[src/hw/rtl/ebmv_pkg.sv]
package ebmv_pkg;

   // Shared multiplier operand width: 32-bit signed or unsigned values
   localparam int MUL_W = 33;

   // Fixed-point constants, Q2.30
   localparam logic [30:0] ONE30       = 31'h4000_0000;
   localparam logic [39:0] HALF_PI_Q30 = 40'd1686629713;

   // Register indexes of the configuration port
   localparam logic [3:0] REG_X_SCALE      = 4'd0;
   localparam logic [3:0] REG_Y_SCALE      = 4'd1;
   localparam logic [3:0] REG_X_FADE_SCALE = 4'd2;
   localparam logic [3:0] REG_Y_FADE_SCALE = 4'd3;
   localparam logic [3:0] REG_SPIKE_COS    = 4'd4;
   localparam logic [3:0] REG_SPIKE_SIN    = 4'd5;
   localparam logic [3:0] REG_SPIKE_HALF   = 4'd6;
   localparam logic [3:0] REG_MODE_FLAGS   = 4'd7;

   // Arctangent of 2^-i in Q2.30
   localparam logic [29:0] ATAN_TAB [30] = '{
      30'd843314857, 30'd497837829, 30'd263043837, 30'd133525159, 30'd67021687,
      30'd33543516,  30'd16775851,  30'd8388437,   30'd4194283,   30'd2097149,
      30'd1048576,   30'd524288,    30'd262144,    30'd131072,    30'd65536,
      30'd32768,     30'd16384,     30'd8192,      30'd4096,      30'd2048,
      30'd1024,      30'd512,       30'd256,       30'd128,       30'd64,
      30'd32,        30'd16,        30'd8,         30'd4,         30'd2
   };

   typedef enum logic [4:0] {
      ST_IDLE,
      ST_ATAN_INIT,
      ST_CORDIC,
      ST_FOLD_CHK,
      ST_ROT_A,
      ST_ROT_B,
      ST_ROT_C,
      ST_ROT_D,
      ST_ROT_E,
      ST_SC0,
      ST_SC1,
      ST_SC2,
      ST_SC3,
      ST_SC4,
      ST_RM0,
      ST_RM1,
      ST_RM2,
      ST_DIV,
      ST_RAMP_FIN,
      ST_FM0,
      ST_FM1,
      ST_DONE
   } state_type;

endpackage

[src/hw/rtl/ebmv_mul.sv]
module ebmv_mul (
   input  logic                                  clock,
   input  logic signed [ebmv_pkg::MUL_W-1:0]     op_a,
   input  logic signed [ebmv_pkg::MUL_W-1:0]     op_b,
   output logic signed [2*ebmv_pkg::MUL_W-1:0]   prod
);

   logic signed [2*ebmv_pkg::MUL_W-1:0] prod_ff;
   logic signed [2*ebmv_pkg::MUL_W-1:0] prod_in;

   // Form the full signed product
   assign prod_in = (2*ebmv_pkg::MUL_W)'(op_a) * (2*ebmv_pkg::MUL_W)'(op_b);

   // Register the product for the next step
   always_ff @(posedge clock) begin
      prod_ff <= prod_in;
   end

   assign prod = prod_ff;

endmodule

[config.mk]
export PLATFORM = sky130hd
export DESIGN_NAME = ebmv_mul
export DESIGN_NICKNAME = d
export VERILOG_FILES = /design/src/hw/rtl/ebmv_pkg.sv /design/src/hw/rtl/ebmv_mul.sv
export SDC_FILE = /design/constraint.sdc
export NUM_CORES = 2
export LEC_CHECK = 0
export BUFFER_PORTS_ARGS = -buffer_cell sky130_fd_sc_hd__buf_2
export CORE_MARGIN = 3
export CORE_UTILIZATION = 38
export DETAILED_ROUTE_END_ITERATION = 16
export SYNTH_ARGS = -nofsm -noshare
export SYNTH_HDL_FRONTEND = slang
export SYNTH_SLANG_ARGS = --single-unit
export TNS_END_PERCENT = 5
[constraint.sdc]
create_clock -name clock -period 8.95 [get_ports clock]
set_input_delay 0 -clock clock [delete_from_list [all_inputs] [get_ports clock]]
set_output_delay 0 -clock clock [all_outputs]
set_load 0.01 [all_outputs]
# [After elaboration in Yosys (flattened, before gate mapping)]
# Index checks and enable logic that the tools add are counted.
[classes] mul=1
[ops] operator="33-bit by 33-bit multiplier with 66-bit output" n=1
[totals] regBits=66 input_bits=67

# [Longest topological paths before layout]
[logic_depth] depth_word=1 ltp_mapped=29

# [Worst setup path before layout]
# OpenSTA, ideal clock, no wires.
[synth_timing] path_kind="input port to flip-flop" start="in op_a[32] (netlist name)" end="reg prod_ff (netlist bit prod[65])" setup_time_ps=72 arrival_ps=7149 t_required_ps=8878 setup_slack_ps=1729 cell_stages=22 path_cell_list="clkbuf_1 nand2_1 inv_1 fa_1 fa_1 fa_1 fa_1 fa_1 fa_1 fa_1 inv_1 fa_1 inv_1 ha_1 clkbuf_1 a21o_1 a21o_1 a221o_1 a31oi_2 o211ai_1 o41ai_2 xnor2_1"
[synth_via] elab_chain_len=1
[synth_rtl] element="start: declaration" line_no="ebmv_mul.sv:3" text="input logic signed [ebmv_pkg::MUL_W-1:0] op_a,"
[synth_rtl] element="33-bit by 33-bit multiplier with 66-bit output" line_no="ebmv_mul.sv:12" text="assign prod_in = (2*ebmv_pkg::MUL_W)'(op_a) * (2*ebmv_pkg::MUL_W)'(op_b);"
[synth_rtl] element="net prod_in (one bit)" line_no="ebmv_mul.sv:9" text="logic signed [2*ebmv_pkg::MUL_W-1:0] prod_in;"
[synth_rtl] element="end signal: assignment" line_no="ebmv_mul.sv:16" text="prod_ff <= prod_in;"
[synth_rtl] element="end: declaration" line_no="ebmv_mul.sv:8" text="logic signed [2*ebmv_pkg::MUL_W-1:0] prod_ff;"
# The timed path passes the listed nets, and every way through them passes these cells.

# [Worst setup path in the final report]
[layout_timing] start="in op_b[10] (netlist name)" end="reg prod_ff (netlist bit prod[59])"
[layout_via] elab_chain_len=1
[layout_rtl] element="start: declaration" line_no="ebmv_mul.sv:4" text="input logic signed [ebmv_pkg::MUL_W-1:0] op_b,"
[layout_rtl] element="33-bit by 33-bit multiplier with 66-bit output" line_no="ebmv_mul.sv:12"
[layout_rtl] element="net prod_in (one bit)" line_no="ebmv_mul.sv:9"
# The timed path passes the listed nets, and every way through them passes these cells.

==> results.toml <==
[placement]
dpl_cell_area_mm2 = 0.0423
portBuffers = 132
dp_hpwl_um = 91500
gp_congestion = 0.911

[floorplan]
num_rows = 118
die-area_mm2 = 0.110
initial_utilization_pct = 38.6
pin_count = 133
die_y_um = 332
die_x_um = 332
coreArea_mm2 = 0.105

[clocking]
numCtsBuffers = 9
path_clk_slew_ns = 0.06
cts_hold_buf = 0
cts_resized = 0
root_buffer = "clkbuf_16"
postCtsSetupRepairBufs = 0
clkSinkCount = 66
cts_max_level = 3
cts_tree = "yes"
clk_path_buf_depth = 2

[timing]
finalHoldViolCount = 0
grt_setup_unrepaired = "no"
worst_slew_pin_slew_ns = 1.00
finalCritPeriodShare_pct = 87.5
slew_viol_final = 0
period_needed_ns = 7.83
slew_headroom_pct = 32.5
setup_violations = 0
fmax_mhz = 128
finalSetupTns_ns = 0

[yosys]
yosysUniqueCellTypes = 61
synth_ff_type = "dfxtp_1"
syn_area_mm2 = 0.0404
ys_async_sr_fraction_pct = 0
yosysWarnings = 0
yosysSeqAreaShare_pct = 3.27
synth.avg_cell_area_um2 = 9.38
synth_seq_cells = 66
synth_nets = 5731
yosys.area.top_type = "fa_1"
synthTopCellsByArea = "fa_1 (57%), inv_1 (11%), and2_1 (8.7%)"
synth.top_cell.area_share_pct = 56.8
synth_edf_count = 0
syn_inst = 4302

[global_routing]
grt_pass1_vias = 31162
antenna_found_initial = 16
grt_max_degree = 34
grt_remaining_overflow = 0
grt_pass1_wl_um = 182000
track_usage_pct = 21.5

[critical_path]
crit_path_max_fanout = 23
end_kind = "flop"
start_kind = "input port"
critPathMaxStageDelay_ns = 0.60
path_buf_inv = 6
path_delay_family = "adder cells"
path_class = "input port to flop"
cp.depth = 25
crit_top_cell = "fa_1"
cp_data_arrival_time_ns = 8.15
required_ns = 9.27
critPathSlowestCell = "buf_2"

[routing]
antenna_left = 0
avgRoutedWirePerCell_um = 19.8
via_per_inst = 4.94
routed_wl_um = 112000
route.detailed.drc = 0
dr_total_vias = 27944
drt_pass1_iterations = 5
drt_iter0_markers = 1516

[cells_and_area]
nets = 5699
fin_util_pct = 40.7
drive_gt1_share_pct = 5.03
final_cell_mix = "fa_1 (1145), inv_1 (1133), and2_1 (562)"
final_common_cell = "fa_1"
n_fill_cell = 10429
syn_to_final_growth_pct = 5.37
largest_reg_flops = 66
fin_area_mm2 = 0.0425

[worst_hold_path]
worstHoldPathCells = 3
min_path_type = "input port to flop"

[run_status]
status = "finished clean"

[flow_run]
maxCapViolations = 0
through the flow:
stage                     hold slack, ns  instances  setup WS (ns)
after floorplan                    0.127       4302           1.73
after global placement             0.395       5639          0.768
after detailed placement           0.395       5639          0.805
after CTS                          0.182       5654           1.23
after global routing               0.217       5655          0.856
final                              0.216       5658           1.12
cells in the mapped netlist (8+ instances only):
library cell and instances:
nand2_1 543, nor2_1 47, inv_1 1133, fa_1 1145, dfxtp_1 66, o21ai_0 37, nand2b_1 9, nand4_1 9
ha_1 217, o21bai_1 8, and2_1 562, clkbuf_1 220, a31oi_1 9, xor2_1 20, a21o_1 28, nand3_1 18
xnor2_1 55, a21oi_1 73
worst paths after layout:
kind / startpoint / to / slack [ns]
min: op_b[0] / prod[0] / 0.22
max: op_b[10] / prod[59] / 1.12
area by class of cell:
| cell class | instances | area (um2) | share of cell area (%) |
|---|---|---|---|
| Clock buffer | 10 | 229 | 0.538 |
| Tap cell | 1380 | 1730 | 4.06 |
| Timing Repair Buffer | 178 | 1010 | 2.37 |
| Sequential cell | 66 | 1320 | 3.11 |
| Multi-Input combinational cell | 2882 | 34000 | 79.8 |
| Antenna cell | 4 | 10.0 | 0.0235 |
| Clock inverter | 5 | 32.5 | 0.0765 |
| Inverter | 1133 | 4250 | 10.0 |
kinds of logic after synthesis:
logic type      Yosys count  share of synthesized area [%]
flops                    66                           3.27
compound gates          217                           3.60
simple gates           1228                           15.4
buf+inv                1354                           12.6
fa+ha+maj              1362                           63.5
xor+xnor                 75                           1.63
per-layer routing:
layer  vias up  GRT usage, %  part of all wire (%)
met4        12          6.18                   3.1
met2       878          34.8                    47
met5         -             0                 0.069
li1      12124             -                     -
met3       198          4.67                   7.3
met1     14732          29.1                    43
Power is not shown: default switching activity piles up to over one toggle a cycle in this logic, so the estimate is an artifact.
